$ cat src/hdl/olps_pkg.sv
`timescale 1ns / 1ps
package olps_pkg;
	localparam int CAPACITY = 16;
	localparam int IDX_W = (CAPACITY > 1) ? $clog2(CAPACITY) : 1;
	localparam int CNT_W = $clog2(CAPACITY + 1);

	typedef logic [IDX_W-1:0] idx_t;
	typedef logic [CNT_W-1:0] cnt_t;

	localparam cnt_t CAP_CNT = CNT_W'(CAPACITY);

	localparam logic [3:0] K_PUSH_BACK  = 4'd0;
	localparam logic [3:0] K_PUSH_FRONT = 4'd1;
	localparam logic [3:0] K_INSERT     = 4'd2;
	localparam logic [3:0] K_POP_BACK   = 4'd3;
	localparam logic [3:0] K_POP_FRONT  = 4'd4;
	localparam logic [3:0] K_REMOVE     = 4'd5;
	localparam logic [3:0] K_READ_FWD   = 4'd6;
	localparam logic [3:0] K_READ_BWD   = 4'd7;
	localparam logic [3:0] K_FIND_MIN   = 4'd8;
	localparam logic [3:0] K_CLEAR      = 4'd9;
	localparam logic [3:0] K_QUERY      = 4'd10;

	localparam logic [1:0] ST_OK     = 2'd0;
	localparam logic [1:0] ST_EMPTY  = 2'd1;
	localparam logic [1:0] ST_BADPOS = 2'd2;
	localparam logic [1:0] ST_FULL   = 2'd3;

	typedef struct packed {
		logic [3:0]         kind;
		logic signed [31:0] value;
		logic [7:0]         position;
	} cmd_t;

	typedef struct packed {
		logic [1:0]         status;
		logic signed [31:0] item_value;
		logic [6:0]         item_position;
		logic [6:0]         entry_count;
		logic               list_empty;
		logic               last;
	} res_t;
endpackage

$ cat src/hdl/olps_store.sv
`timescale 1ns / 1ps
module olps_store (
	input  logic                clk,
	input  logic                we,
	input  olps_pkg::idx_t      waddr,
	input  logic signed [31:0]  wdata,
	input  olps_pkg::idx_t      raddr,
	output logic signed [31:0]  rdata
);
	logic signed [31:0] mem [olps_pkg::CAPACITY];

	always_ff @(posedge clk) begin
		if (we) mem[waddr] <= wdata;
		rdata <= mem[raddr];
	end
endmodule

$ cat src/hdl/ordered_list_positional_store.sv
`timescale 1ns / 1ps
// Ordered list of up to CAPACITY signed words in a one-port-read memory, driven
// by a small sequencer around one read/compare/write path. Pop from the back,
// remove of the last entry, clear, query and every rejected request answer on
// the cycle after the word is taken without raising busy. Push at the back (or
// an insert at the end, or into an empty list) keeps busy high for one cycle.
// Insert and remove shift one entry at a time, a memory read, then a write
// (S_SH_RD, S_SH_WR), before the new word is written or the count drops (a pop
// from the front of a one-entry list still takes one shift step). Read-outs
// give one result per entry, each after its own memory read, and find-min reads
// and compares every entry, then answers with the first smallest one.
// Results appear for one cycle on strobe and cannot be held off by the receiver.
module ordered_list_positional_store (
	input  logic             clk,
	input  logic             arst_n,
	input  logic             start,
	input  olps_pkg::cmd_t   cmd,
	output logic             busy,
	output logic             strobe,
	output olps_pkg::res_t   result
);
	localparam logic [2:0] S_IDLE   = 3'd0;
	localparam logic [2:0] S_SH_RD  = 3'd1;
	localparam logic [2:0] S_SH_WR  = 3'd2;
	localparam logic [2:0] S_INS_WR = 3'd3;
	localparam logic [2:0] S_RO_RD  = 3'd4;
	localparam logic [2:0] S_RO_EM  = 3'd5;
	localparam logic [2:0] S_MIN_RD = 3'd6;
	localparam logic [2:0] S_MIN_CM = 3'd7;

	logic [2:0]         state_q;
	olps_pkg::cnt_t     total_q, ptr_q, slot_q, best_q;
	logic               ins_q, fwd_q;
	logic signed [31:0] value_q, best_val_q;

	logic               we;
	olps_pkg::idx_t     waddr, raddr;
	logic signed [31:0] wdata, rdata;
	olps_pkg::cnt_t     ro_slot, total_dec, total_inc;
	logic [8:0]         pos9, tot9;

	olps_store u_store (
		.clk(clk), .we(we), .waddr(waddr), .wdata(wdata), .raddr(raddr), .rdata(rdata)
	);

	assign busy = state_q != S_IDLE;
	assign pos9 = 9'(cmd.position);
	assign tot9 = 9'(total_q);
	assign total_dec = total_q - olps_pkg::CNT_W'(1);
	assign total_inc = total_q + olps_pkg::CNT_W'(1);
	assign ro_slot = fwd_q ? ptr_q : olps_pkg::CNT_W'(total_dec - ptr_q);

	always_comb begin
		we = 1'b0;
		waddr = ptr_q[olps_pkg::IDX_W-1:0];
		wdata = rdata;
		raddr = ptr_q[olps_pkg::IDX_W-1:0];
		unique case (state_q)
			S_SH_RD: begin
				raddr = ins_q ? olps_pkg::IDX_W'(ptr_q - olps_pkg::CNT_W'(1))
				              : olps_pkg::IDX_W'(ptr_q + olps_pkg::CNT_W'(1));
			end
			S_SH_WR: we = 1'b1;
			S_INS_WR: begin
				we = 1'b1;
				waddr = slot_q[olps_pkg::IDX_W-1:0];
				wdata = value_q;
			end
			S_RO_RD: raddr = ro_slot[olps_pkg::IDX_W-1:0];
			default: ;
		endcase
	end

	always_ff @(posedge clk or negedge arst_n) begin
		if (!arst_n) begin
			state_q    <= S_IDLE;
			total_q    <= '0;
			strobe     <= 1'b0;
			result     <= '0;
			ptr_q      <= '0;
			slot_q     <= '0;
			best_q     <= '0;
			ins_q      <= 1'b0;
			fwd_q      <= 1'b0;
			value_q    <= '0;
			best_val_q <= '0;
		end else begin
			strobe <= 1'b0;
			unique case (state_q)
				S_IDLE: if (start) begin
					priority if (cmd.kind == olps_pkg::K_PUSH_BACK ||
					             cmd.kind == olps_pkg::K_PUSH_FRONT ||
					             cmd.kind == olps_pkg::K_INSERT) begin
						if (cmd.kind == olps_pkg::K_INSERT &&
						    (pos9 == 9'd0 || pos9 > tot9 + 9'd1)) begin
							strobe <= 1'b1;
							result <= '{olps_pkg::ST_BADPOS, '0, '0, 7'(total_q),
							            total_q == '0, 1'b1};
						end else if (total_q == olps_pkg::CAP_CNT) begin
							strobe <= 1'b1;
							result <= '{olps_pkg::ST_FULL, '0, '0, 7'(total_q),
							            total_q == '0, 1'b1};
						end else begin
							ins_q <= 1'b1;
							value_q <= cmd.value;
							ptr_q <= total_q;
							if (cmd.kind == olps_pkg::K_PUSH_BACK) begin
								slot_q <= total_q;
								state_q <= S_INS_WR;
							end else begin
								slot_q <= (cmd.kind == olps_pkg::K_PUSH_FRONT) ? '0
								        : olps_pkg::CNT_W'(cmd.position - 8'd1);
								// an insert at the end needs no shift
								state_q <= (total_q == '0 ||
								            (cmd.kind == olps_pkg::K_INSERT &&
								             pos9 == tot9 + 9'd1)) ? S_INS_WR : S_SH_RD;
							end
						end
					end else if (cmd.kind == olps_pkg::K_POP_BACK ||
					             cmd.kind == olps_pkg::K_POP_FRONT ||
					             cmd.kind == olps_pkg::K_REMOVE) begin
						if (cmd.kind == olps_pkg::K_REMOVE &&
						    (pos9 == 9'd0 || pos9 > tot9)) begin
							strobe <= 1'b1;
							result <= '{olps_pkg::ST_BADPOS, '0, '0, 7'(total_q),
							            total_q == '0, 1'b1};
						end else if (total_q == '0) begin
							strobe <= 1'b1;
							result <= '{olps_pkg::ST_EMPTY, '0, '0, 7'(total_q),
							            1'b1, 1'b1};
						end else begin
							ins_q <= 1'b0;
							if (cmd.kind == olps_pkg::K_POP_BACK ||
							    (cmd.kind == olps_pkg::K_REMOVE && pos9 == tot9)) begin
								// dropping the tail needs no shift
								total_q <= total_dec;
								strobe <= 1'b1;
								result <= '{olps_pkg::ST_OK, '0, '0, 7'(total_dec),
								            total_dec == '0, 1'b1};
							end else begin
								ptr_q <= (cmd.kind == olps_pkg::K_POP_FRONT) ? '0
								       : olps_pkg::CNT_W'(cmd.position - 8'd1);
								state_q <= S_SH_RD;
							end
						end
					end else if (cmd.kind == olps_pkg::K_READ_FWD ||
					             cmd.kind == olps_pkg::K_READ_BWD ||
					             cmd.kind == olps_pkg::K_FIND_MIN) begin
						if (total_q == '0) begin
							strobe <= 1'b1;
							result <= '{olps_pkg::ST_EMPTY, '0, '0, 7'(total_q),
							            1'b1, 1'b1};
						end else begin
							ptr_q <= '0;
							fwd_q <= cmd.kind != olps_pkg::K_READ_BWD;
							state_q <= (cmd.kind == olps_pkg::K_FIND_MIN) ? S_MIN_RD
							                                              : S_RO_RD;
						end
					end else if (cmd.kind == olps_pkg::K_CLEAR) begin
						total_q <= '0;
						strobe <= 1'b1;
						result <= '{olps_pkg::ST_OK, '0, '0, '0, 1'b1, 1'b1};
					end else begin
						strobe <= 1'b1;
						result <= '{olps_pkg::ST_OK, '0, '0, 7'(total_q),
						            total_q == '0, 1'b1};
					end
				end
				S_SH_RD: state_q <= S_SH_WR;
				S_SH_WR: begin
					if (ins_q) begin
						ptr_q <= ptr_q - olps_pkg::CNT_W'(1);
						state_q <= (ptr_q - olps_pkg::CNT_W'(1) > slot_q) ? S_SH_RD
						                                                 : S_INS_WR;
					end else begin
						ptr_q <= ptr_q + olps_pkg::CNT_W'(1);
						if (ptr_q + olps_pkg::CNT_W'(2) < total_q) begin
							state_q <= S_SH_RD;
						end else begin
							total_q <= total_dec;
							strobe <= 1'b1;
							result <= '{olps_pkg::ST_OK, '0, '0, 7'(total_dec),
							            total_dec == '0, 1'b1};
							state_q <= S_IDLE;
						end
					end
				end
				S_INS_WR: begin
					total_q <= total_inc;
					strobe <= 1'b1;
					result <= '{olps_pkg::ST_OK, '0, '0, 7'(total_inc), 1'b0, 1'b1};
					state_q <= S_IDLE;
				end
				S_RO_RD: state_q <= S_RO_EM;
				S_RO_EM: begin
					strobe <= 1'b1;
					result <= '{olps_pkg::ST_OK, rdata,
					            7'(olps_pkg::CNT_W'(ro_slot + olps_pkg::CNT_W'(1))),
					            7'(total_q), 1'b0, ptr_q == total_dec};
					ptr_q <= ptr_q + olps_pkg::CNT_W'(1);
					state_q <= (ptr_q == total_dec) ? S_IDLE : S_RO_RD;
				end
				S_MIN_RD: state_q <= S_MIN_CM;
				S_MIN_CM: begin
					logic               take;
					logic signed [31:0] bv;
					olps_pkg::cnt_t     bp;
					take = (ptr_q == '0) || (rdata < best_val_q);
					bv = take ? rdata : best_val_q;
					bp = take ? ptr_q : best_q;
					best_val_q <= bv;
					best_q <= bp;
					ptr_q <= ptr_q + olps_pkg::CNT_W'(1);
					if (ptr_q == total_dec) begin
						strobe <= 1'b1;
						result <= '{olps_pkg::ST_OK, bv,
						            7'(olps_pkg::CNT_W'(bp + olps_pkg::CNT_W'(1))),
						            7'(total_q), 1'b0, 1'b1};
						state_q <= S_IDLE;
					end else begin
						state_q <= S_MIN_RD;
					end
				end
				default: state_q <= S_IDLE;
			endcase
		end
	end
endmodule

$ cat config.mk
export PLATFORM = sky130hd
export DESIGN_NAME = ordered_list_positional_store
export DESIGN_NICKNAME = d
export VERILOG_FILES = /design/src/hdl/olps_pkg.sv /design/src/hdl/olps_store.sv /design/src/hdl/ordered_list_positional_store.sv
export SDC_FILE = /design/constraint.sdc
export NUM_CORES = 1
export LEC_CHECK = 0
export BUFFER_PORTS_ARGS = -buffer_cell sky130_fd_sc_hd__buf_2
export CORE_MARGIN = 1.5
export CORE_UTILIZATION = 40
export DETAILED_ROUTE_END_ITERATION = 8
export GPL_ROUTABILITY_DRIVEN = 0
export HOLD_SLACK_MARGIN = 0.03
export REMOVE_ABC_BUFFERS = 1
export SLEW_MARGIN = 0
export SYNTH_ARGS = -nofsm -noshare
export SYNTH_HDL_FRONTEND = slang
export SYNTH_SLANG_ARGS = --single-unit
$ cat constraint.sdc
create_clock -name clk -period 4.8 [get_ports clk]
set_clock_uncertainty 0.2 [all_clocks]
set_input_delay 0 -clock clk [delete_from_list [all_inputs] [get_ports clk]]
set_output_delay 0 -clock clk [all_outputs]
set_load 0.02 [all_outputs]
==> results list, run 1 <==
- Run status: finished clean
- Row count: 98
* DRT antenna net count: 0
* Placement Cell Area: approximately 31000 sq um
* Post-synthesis simple-gate area fraction: between 6 and 7%
- The synthesized netlist devotes less than 1% of its cell area to XOR and XNOR gates.
- The worst pin sits at a relative slew slack of around 25%.
- Tot Pwr: roughly 25 mW
* Compound-Gate Fraction of Synth Area: around 8.4%
- TritonCTS buffer count: slightly above 70
- Clock tree from TritonCTS: done
* Syn Area/Cell: 15.3 sq um
- Dividing the detail-routed wire length by the instance count gives between 20 and 25 um.
- Setup violations remaining at the end of the flow were counted as 0.
* Worst setup EP type: register
- The first TritonRoute pass finished after 5 iterations.
- H-tree depth reported by CTS: 3
- After routing the design area is between 30000 and 40000 sq um.
* Setup Crit Path Kind: register to register
- Worst-Margin Slew: around 1100 ps
- After global routing the overflow that remains totals 0.
* Netlist area before placement: about 29000 sq um
- Counting tap cells, the placed design contains a total of 2905 instances.
* Top Ports: 99
* Clock insertion delay at the later pin of the skew report: around 600 ps
* Largest family of logic cells by synthesized area: multiplexers
* Worst setup slack after layout: ~270 ps
- Number of synthesized flops with an enable pin: roughly 510
- Die area: roughly 75000 sq um
* Fin Hold WS: around 230 ps
* Multiplexer area fraction after synthesis: roughly an eighth
- Worst-case vdd ir drop: 548 uV
- Count of pins over their slew limit: 0
* Share of cells above drive strength 1: 21.4%
- Fraction of registers with async set/reset: around a fifth
- In this run the power density over the cells is 727 nW/um^2.
* Unrepaired setup endpoints after global routing: no
- CTS clk-pin slew, worst paths: approximately 60 ps
- Pleak: between 10 and 15 nW
- At the placement stage, the worst setup path has a slack of around 520 ps.
- The number of antenna diodes in the final layout is 0.
- The finished layout holds ~3100 standard cells, fillers aside.
- Total count of hold-check failures in the final report: 0
- The cell count after synthesis came out at approximately 1900.
- Remaining DRCs: 0
* Max Freq: around 0.22 GHz
* Area delta synth->final: 17.7%
* Highest fanout seen on the critical path: 13
- Fillers: a little over 6000
- Vias in the first global route: 18000
* Height of the die: 273 um
* Worst hold path class: input port to register
* Vias/cell: between 5 and 6
- Die extent in x: between 200 and 300 um
* Critical Path RT: approximately 5100 ps
- Multi-input gate area in the final layout: between 9000 and 10000 sq um
* HPWL after detailed placement: approximately 45000 um
- Post-Route Utilization: between 40% and 50%
- Entering global routing, the biggest net connects 79 pins.
- Adder-cell area share of the yosys netlist: between 2 and 3%
- The routed layout has between 15000 and 20000 vias.
- Min Clock Period, post-route: ~4500 ps
* Count of warnings emitted by yosys: 0
- Final WL: around 76000 um
* Max Cap Violations: 0
- Port Buffer Count: 94
* Register bit count reported by yosys: 680
- All-Layer GR Usage: 20.6%
- Initial core utilization: about two fifths
* Launching element type of the critical path: register
* Number of library cell types mapped by synthesis: 87
- Clock tree synthesis selected as its root buffer the cell sky130_fd_sc_hd__clkbuf_16.
* Clock Sink Count: 680
- The first global-routing pass estimated 114000 um of wire.
- Registers take roughly 20000 sq um.
* Fin nets: 2228
- Critical Path AT: slightly below 5000 ps
- The clock passes through at most 3 buffers.
- After the first detailed-routing iteration, the DRC count stood at 1686.
- In this run the standard cell core region covers 72000 sq um.
- The final critical path takes up 94.4% of the cycle.
- In the synthesized netlist the dominant register cell turns out to be sky130_fd_sc_hd__edfxtp_1.
* Antenna violations before repair: 0
* Setup tns final: 0 ps
- Portion of the post-synthesis area used by sequential elements: between 60 and 70%
report_power, final:
part | leakage [nW] | internal [mW] | switching (mW) | total (mW)
Sequential | 6.62 | 8.03 | 0.680 | 8.71
Clock | 1.10 | 3.10 | 2.27 | 5.37
Combinational | 4.52 | 4.65 | 6.32 | 11.0
cell usage after synthesis (17+ instances only):
library cell                count  area (sq um)
sky130_fd_sc_hd__dfxtp_1       32           641
sky130_fd_sc_hd__mux2_2        37           417
sky130_fd_sc_hd__xnor2_1       17           149
sky130_fd_sc_hd__inv_1         63           236
sky130_fd_sc_hd__buf_2         21           105
sky130_fd_sc_hd__mux2i_1       37           370
sky130_fd_sc_hd__nor3_1        26           130
sky130_fd_sc_hd__o2bb2ai_1     32           280
sky130_fd_sc_hd__a21oi_1       85           425
sky130_fd_sc_hd__nand2_1      180           676
sky130_fd_sc_hd__dfrtp_1      136          3400
sky130_fd_sc_hd__o21ai_0       71           355
sky130_fd_sc_hd__nand3_1       24           120
sky130_fd_sc_hd__edfxtp_1     512         15400
sky130_fd_sc_hd__ha_1          66           826
sky130_fd_sc_hd__a211oi_1      40           300
sky130_fd_sc_hd__nor2b_1       39           244
sky130_fd_sc_hd__clkbuf_1      72           270
sky130_fd_sc_hd__a22oi_1       35           263
sky130_fd_sc_hd__nor2_1        69           259
sky130_fd_sc_hd__mux4_2       128          2880
layer usage:
metal  track usage, %  vias to the layer above  share of wire, %  wire [um]
met1             27.9                     9059                43      32900
met3             3.00                      122               5.8       4370
li1                 -                     7805                 -          -
met5                0                        -                 0          0
met4             6.67                        0               2.5       1860
met2             34.0                      559                48      36800
placed cells by master (no fill, tap or decap), types with 32 or more instances in the layout:
master,synthesis,final
sky130_fd_sc_hd__a211oi_1,40,40
sky130_fd_sc_hd__a21oi_1,85,82
sky130_fd_sc_hd__a22oi_1,35,35
sky130_fd_sc_hd__buf_2,21,93
sky130_fd_sc_hd__buf_4,13,42
sky130_fd_sc_hd__clkbuf_16,0,75
sky130_fd_sc_hd__dfrtp_1,136,135
sky130_fd_sc_hd__dfxtp_1,32,32
sky130_fd_sc_hd__dlygate4sd3_1,0,85
sky130_fd_sc_hd__edfxtp_1,512,512
sky130_fd_sc_hd__ha_1,66,66
sky130_fd_sc_hd__inv_1,63,63
sky130_fd_sc_hd__mux2_2,37,37
sky130_fd_sc_hd__mux2i_1,37,37
sky130_fd_sc_hd__mux4_2,128,128
sky130_fd_sc_hd__nand2_1,180,179
sky130_fd_sc_hd__nor2_1,69,56
sky130_fd_sc_hd__nor2b_1,39,39
sky130_fd_sc_hd__o21ai_0,71,71
sky130_fd_sc_hd__o2bb2ai_1,32,32
path summary, 6_finish.rpt:
| path | from | slack (ps) | cells past startpoint | endpoint |
|---|---|---|---|---|
| min | cmd[7] | 230 | 6 | result[49]$_DFFE_PN0P_ |
| min in group asynchronous | arst_n | 360 | 4 | value_q[30]$_DFFE_PN0P_ |
| max reg2reg | total_q[2]$_DFFE_PN0P_ | 270 | 13 | result[48]$_DFFE_PN0P_ |
| min reg2reg | u_store.rdata[0]$_DFF_P_ | 270 | 2 | best_val_q[0]$_DFFE_PN0P_ |
| max | total_q[2]$_DFFE_PN0P_ | 270 | 13 | result[48]$_DFFE_PN0P_ |
| max in group asynchronous | arst_n | 3570 | 4 | best_val_q[6]$_DFFE_PN0P_ |
sequential cells by signal, indices dropped and copies added, names as in the netlist:
| register | flops |
|---|---|
| state_q | 3 |
| ptr_q | 5 |
| u_store.mem | 512 |
| slot_q | 5 |
| best_q | 5 |
| value_q | 32 |
| result | 46 |
| strobe | 1 |
| fwd_q | 1 |
| best_val_q | 32 |
| ins_q | 1 |
| total_q | 5 |
| u_store.rdata | 32 |
logic make-up (layout without fill, tap and decap cells):
logic type      Yosys count  in the layout
simple gates            396            396
fa+ha+maj                67             67
compound gates          362            362
other cells               1              4
xor+xnor                 25             25
mux                     204            204
flops                   680            680
buf+inv                 179            434
critical path, cell delays in order, from the launching register on:
cell	delay (ps)
sky130_fd_sc_hd__dfrtp_2	520
sky130_fd_sc_hd__inv_1	160
sky130_fd_sc_hd__nor3_2	230
sky130_fd_sc_hd__xnor2_1	200
sky130_fd_sc_hd__ha_1	300
sky130_fd_sc_hd__a21o_1	160
sky130_fd_sc_hd__a21o_1	170
sky130_fd_sc_hd__a211oi_1	230
sky130_fd_sc_hd__o211a_1	190
sky130_fd_sc_hd__dlygate4sd3_1	550
sky130_fd_sc_hd__o22ai_1	90
sky130_fd_sc_hd__dlygate4sd3_1	580
sky130_fd_sc_hd__o41ai_1	270
sky130_fd_sc_hd__dlygate4sd3_1	610
cell type report:
| type | instances | area share (%) |
|---|---|---|
| Sequential cell | 680 | 56.4 |
| Multi-Input combinational cell | 1058 | 27.1 |
| Clock buffer | 106 | 5.99 |
| Timing Repair Buffer | 239 | 5.84 |
| Tap cell | 950 | 3.45 |
| Inverter | 64 | 0.698 |
| Clock inverter | 25 | 0.585 |
timing repair:
item | in CTS | in global routing
setup endpoints to repair | 0 | 1
hold endpoints to repair | 193 | 0
resized for setup | 0 | 2
hold buffers | 86 | 0
buffers inserted | 0 | 0
No activity file was read; power rests on OpenSTA's default activity.
==> inputs of run 2 (changes only) <==
- clock period: 4.8 -> 5.6 ns (I/O delays scaled with it)
==> run 2 against run 1 <==
  * Routed wire length about the same
  * Sequential power down 14%
  * Cell area down 0.26%
  * Final cell count about the same
  * Via count up 0.18%
  * Global-route usage about the same
  * Clock power down 13%
  * Worst hold slack worse by 52 ps
  * First-iteration DRC count about the same
  * Sequential share of layout area up 0.14 points
  * Critical path type unchanged
==> results list, run 2 (synthesized netlist as in run 1, its figures left out) <==
- The die covers 74800 sq um.
- Hold path startpoint: cmd[7]
- Worst hold path class: input port to register
- With fillers left out, the area of the finished cells amounts to roughly 34000 sq um.
- CTS clk-pin slew, worst paths: ~70 ps
- The worst path uses between 80 and 90% of the clock period.
- Die extent in x: around 270 um
* Run status: finished clean
- Worst-case vdd ir drop: between 500 and 600 uV
- The library cells used most frequently in the layout, excluding fill and tap cells, are sky130_fd_sc_hd__edfxtp_1, sky130_fd_sc_hd__nand2_1, sky130_fd_sc_hd__dfrtp_1.
* Tot Pwr: approximately 21 mW
* All-Layer GR Usage: roughly a fifth
* Remaining DRCs: 0
- The critical path starts at total_q[2]$_DFFE_PN0P_.
- The register with the most flip-flops in the layout has 512 of them.
* Wire length on met3: approximately 4600 um
- Floorplan Core Area: slightly above 70000 sq um
- Antenna violations before repair: 0
- Worst reg2reg startpoint: total_q[2]$_DFFE_PN0P_
- Setup repair after global routing left no endpoint under its margin.
- Once detail routing completed, the nets flagged for antenna violations numbered 0.
- By startpoint and endpoint, the worst setup path is classified as register to register.
* Share of cells above drive strength 1: 21.3%
* Clock Sink Count: a little under 700
- The first TritonRoute pass finished after 5 iterations.
- Clock tree from TritonCTS: done
* GRT overflow: 0
* Count of pins over their slew limit: 0
- Fin nets: about 2200
- Top Ports: between 90 and 100
- The number of global-route vias before repair is about 18000.
* Max Freq: 0.217 GHz
- The detailed router used layers up to and including met4.
- In this run, the number of DRC markers left after iteration 0 of detailed routing was around 1700.
- Max-cap violations in this run came to 0.
- Number of gates resized after CTS: 0
* Critical Path RT: between 5000 and 6000 ps
* Most common cell after layout, fill and taps aside: sky130_fd_sc_hd__edfxtp_1
* Final WL: approximately 76000 um
- The first global-routing pass estimated ~110000 um of wire.
* Average wire per cell in the routed design: approximately 24 um
- The detailed router put a total of 33400 um of wire on met1.
* Largest register by flop count: u_store.mem
- Clock root cell: sky130_fd_sc_hd__clkbuf_16
- Pleak: roughly 12 nW
- The worst setup path is captured at a register.
- PwrDens: ~620 nW/um^2
* Worst-Margin Slew: 1170 ps
- The smallest clock period supported by the final layout is computed as roughly 4600 ps.
* Area delta synth->final: 17.4%
- Entering global routing, the biggest net connects slightly below 90 pins.
- Height of the die: approximately 270 um
- STA classifies the critical path startpoint as a register.
- The count of endpoints failing hold in the final timing report came to 0.
* Routed vias: 17600
- For the worst setup path, the data arrival time is 4950 ps.
- Clock insertion delay at the later pin of the skew report: 620 ps
- The H-tree was split into 3 levels.
- Maximum root-to-sink buffer count: 3
* Detail Route met2 WL: roughly 37000 um
* Row count: 98
- Headroom to the max-slew limit came out at 21.7%.
- Vias/cell: between 5 and 6
* Diode count: 0
- Final Setup Violations: 0
- Port Buffer Count: 94
- The initial utilization of the core area, before any placement, comes to roughly two fifths.
* Placement Cell Area: between 30000 and 40000 sq um
- Of all nets on the critical path, the largest fanout is 13.
- In the final layout, the registers with the most flip-flops are u_store.mem (512), result (46).
- Once detailed placement completed, the half-perimeter wirelength came to around 44000 um.
- The number of clock buffers added by TritonCTS is between 70 and 80.
## run 2: cell types whose count changed in the layout (fill, tap and decap cells not counted), sizes merged
cell / previous run / this run
buf: 154 / 144
clkbuf: 106 / 96
clkinv: 20 / 30
bufinv: 2 / 3
dlygate4sd3: 85 / 89
inv: 65 / 66
clkinvlp: 2 / 3
## run 2: repair_timing
| action | CTS | global route |
|---|---|---|
| setup buffers | 0 | 0 |
| hold buffers | 90 | 0 |
| endpoints found under the hold margin | 143 | 0 |
## run 2: worst paths after layout
| check | end | slack, ps | depth (start not counted) |
|---|---|---|---|
| min reg2reg | best_val_q[0]$_DFFE_PN0P_ | 270 | 2 |
| max in group asynchronous | result[20]$_DFFE_PN0P_ | 4160 | 4 |
| max reg2reg | result[48]$_DFFE_PN0P_ | 1000 | 13 |
| max | result[48]$_DFFE_PN0P_ | 1000 | 13 |
| min | result[49]$_DFFE_PN0P_ | 180 | 6 |
| min in group asynchronous | best_val_q[20]$_DFFE_PN0P_ | 380 | 4 |
## run 2: layout make-up
cell class	count	area (sq um)
clock buffers	96	2010
well taps	950	1190
inverters	64	240
clock inverters	38	324
multi-input cells	1058	9310
flip-flops and latches	680	19400
fillers	6152	37600
repair buffers	233	1860
## run 2: critical path, cell delays in order, from the launching register on
cell and delay (ps):
sky130_fd_sc_hd__dfrtp_1 610, sky130_fd_sc_hd__inv_1 180, sky130_fd_sc_hd__nor3_1 320, sky130_fd_sc_hd__xnor2_1 200
sky130_fd_sc_hd__ha_1 290, sky130_fd_sc_hd__a21o_1 160, sky130_fd_sc_hd__a21o_1 170, sky130_fd_sc_hd__a211oi_1 230
sky130_fd_sc_hd__o211a_1 180, sky130_fd_sc_hd__dlygate4sd3_1 550, sky130_fd_sc_hd__o22ai_1 70, sky130_fd_sc_hd__dlygate4sd3_1 570
sky130_fd_sc_hd__o41ai_1 230, sky130_fd_sc_hd__dlygate4sd3_1 580
## run 2: through the flow
stage                     TNS, ps  setup WS [ps]  hold WS [ps]  util [%]  cells
after CTS                       0           1010           139      47.7   3119
after detailed placement        0           1060         -12.9      43.2   2895
after global placement          0           1120         -25.6      43.2   2895
after global routing            0            645           286      47.7   3119
after floorplan           -102260          -3200          -496         -   1802
final                           0            998           183      47.7   3119
## run 2: metal layers
| layer | GRT usage, % | up-vias |
|---|---|---|
| li1 | - | 7801 |
| met1 | 29.0 | 9096 |
| met2 | 33.5 | 600 |
| met3 | 2.96 | 80 |
| met4 | 5.52 | 0 |
| met5 | 0 | - |
## run 2: power breakdown
group / switching [mW] / internal (mW)
clock: 2.00 / 2.68
combinational: 5.32 / 3.85
sequential: 0.612 / 6.88
total: 7.93 / 13.4
==> inputs of run 3 (changes only) <==
- clock period: 5.6 -> 3.9 ns (I/O delays scaled with it)
==> run 3 against run 2 <==
  * Sequential cell count did not move
  * Core utilization up 1.2 points
  * Highest routed layer unchanged
  * Largest power group unchanged
  * Combinational power grew 57%
==> results list, run 3 (synthesized netlist as in run 1, its figures left out) <==
- TritonCTS created 73 clock buffers.
- In this run the number of H-tree levels came out at 3.
* Most frequent cells in the layout: sky130_fd_sc_hd__edfxtp_1, sky130_fd_sc_hd__nand2_1, sky130_fd_sc_hd__dfrtp_1
- Area delta synth->final: 20.4%
* Max reg flops: between 500 and 600
- The number of antenna diodes in the final layout is 0.
- For this configuration, the core starts out at a cell density of about 41%.
- Fin Hold WS: roughly 160 ps
* Clock Sink Count: 680
* Die area: 74800 sq um
- Port Buffer Count: 94
- Summed over all cells, the static leakage comes to approximately 13 nW.
- In this run the worst path has a maximum fanout of 3.
- Number of iterations in the first detailed-routing pass: 5
* PwrDens: 908 nW/um^2
- The worst path needs 3760 ps of the cycle, external delays included.
- DRT antenna net count: 0
* Clock insertion delay at the later pin of the skew report: 630 ps
- Largest register by flop count: u_store.mem
- Critical Path AT: 4070 ps
* Non-filler cells in the finished layout: between 3000 and 4000
- Worst hold path class: input port to register
- Clock-pin slew was measured on the worst setup and hold paths at roughly 60 ps.
* Routed vias: approximately 18000
* All-Layer GR Usage: between 20% and 30%
- Worst-Margin Slew: about 1000 ps
- The worst setup path is of the register to register kind.
- Post-Route Utilization: around 50%
- GRT overflow: 0
- Counting the fill cells in the layout gives 6047.
* Vias/cell: between 5 and 6
* Floorplan Core Area: 72000 sq um
* Max Freq: around 0.27 GHz
* HPWL after detailed placement: 46400 um
* Max Cap Violations: 0
- Worst-case vdd ir drop: ~500 uV
- Setup repair after global routing left no endpoint under its margin.
- Clock tree from TritonCTS: done
* Top Ports: 99
- The library cell used most frequently in the layout, excluding fill and tap cells, is sky130_fd_sc_hd__edfxtp_1.
* Final WL: between 70000 and 80000 um
* Antenna violations before repair: 0
- Maximum root-to-sink buffer count: 3
* Iteration-0 DRC count of the detailed router: about 1700
* Run status: finished clean
- Once placement finished, the instance area stood at around 32000 sq um.
- The count of endpoints failing hold in the final timing report is 0.
- In the final layout, the registers with the most flip-flops are u_store.mem (512), result (46).
- STA classifies the critical path endpoint as a register.
* Placed Cells: 2946
* Part of the cycle the worst path needs: ~96%
- Average wire per cell in the routed design: 24.7 um
- STA puts the critical path data required time at about 4200 ps.
- The first global-routing pass estimated between 100000 and 150000 um of wire.
* Fin nets: 2286
* Die extent in x: 273 um
* Row count: 98
- In this run the clock root is driven by a sky130_fd_sc_hd__clkbuf_16.
* Vias in the first global route: about 18000
* Maximum number of pins on one net before global-route repair: 83
* Launching element type of the critical path: register
- Setup violations remaining at the end of the flow were counted as 0.
- Count of pins over their slew limit: 0
- Share of cells above drive strength 1: 23.6%
- After detailed routing, the number of remaining DRC violations is 0.
- From bottom edge to top edge, the die measures 273 um.
- After routing the design area is roughly 35000 sq um.
- Headroom to the max-slew limit: between 30 and 40%
- The design draws about 32 mW.
-- run 3: final timing paths --
path | start | slack [ps] | to | depth (start not counted)
max reg2reg | total_q[0]$_DFFE_PN0P_ | 140 | result[48]$_DFFE_PN0P_ | 12
min in group asynchronous | arst_n | 360 | value_q[29]$_DFFE_PN0P_ | 4
max in group asynchronous | arst_n | 2640 | value_q[1]$_DFFE_PN0P_ | 4
min reg2reg | u_store.rdata[0]$_DFF_P_ | 260 | best_val_q[0]$_DFFE_PN0P_ | 2
min | cmd[5] | 160 | total_q[4]$_DFFE_PN0P_ | 8
max | total_q[0]$_DFFE_PN0P_ | 140 | result[48]$_DFFE_PN0P_ | 12
-- run 3: critical path: stages (launching register included) --
cell and delay, ps:
sky130_fd_sc_hd__dfrtp_1 350, sky130_fd_sc_hd__inv_1 80, sky130_fd_sc_hd__nor3_2 270, sky130_fd_sc_hd__xnor2_1 220, sky130_fd_sc_hd__ha_1 310, sky130_fd_sc_hd__a21o_1 160
sky130_fd_sc_hd__a21o_1 170, sky130_fd_sc_hd__a211oi_1 250, sky130_fd_sc_hd__o211a_1 200, sky130_fd_sc_hd__dlygate4sd3_1 560, sky130_fd_sc_hd__o22ai_1 70, sky130_fd_sc_hd__dlygate4sd3_1 560
sky130_fd_sc_hd__o41ai_1 240
-- run 3: timing repair --
| item | CTS | global route |
|---|---|---|
| resized for setup | 0 | 3 |
| endpoints found under the setup margin | 0 | 16 |
| endpoints found under the hold margin | 165 | 0 |
| buffers inserted | 0 | 11 |
| hold buffers | 90 | 0 |
-- run 3: final cells by class --
class                           count  area, sq um  share of cell area, %
Multi-Input combinational cell   1058         9330                   26.5
Clock inverter                     32          358                   1.02
Tap cell                          950         1190                   3.37
Inverter                           64          240                  0.682
Sequential cell                   680        19400                   55.1
Clock buffer                      103         2060                   5.85
Timing Repair Buffer              295         2640                   7.50
-- run 3: report_power, final --
| part | internal, mW | leakage, nW | switching [mW] | total, mW |
|---|---|---|---|---|
| logic | 6.40 | 4.86 | 8.01 | 14.4 |
| registers | 9.89 | 6.62 | 0.741 | 10.6 |
| clock network | 4.11 | 1.19 | 2.86 | 6.97 |
-- run 3: metrics by stage --
step	worst slack, ps	TNS, ps
after floorplan	-4900	-351340
after global placement	168	0
after detailed placement	150	0
after CTS	56.6	0
after global routing	8.23	0
final	138	0
-- run 3: layer usage --
metal / vias to the layer above / routed length [um] / track usage (%)
li1: 7930 / - / -
met1: 9415 / 34100 / 29.6
met2: 683 / 37400 / 34.4
met3: 130 / 5060 / 3.20
met4: 0 / 1970 / 6.83
met5: - / 0 / 0
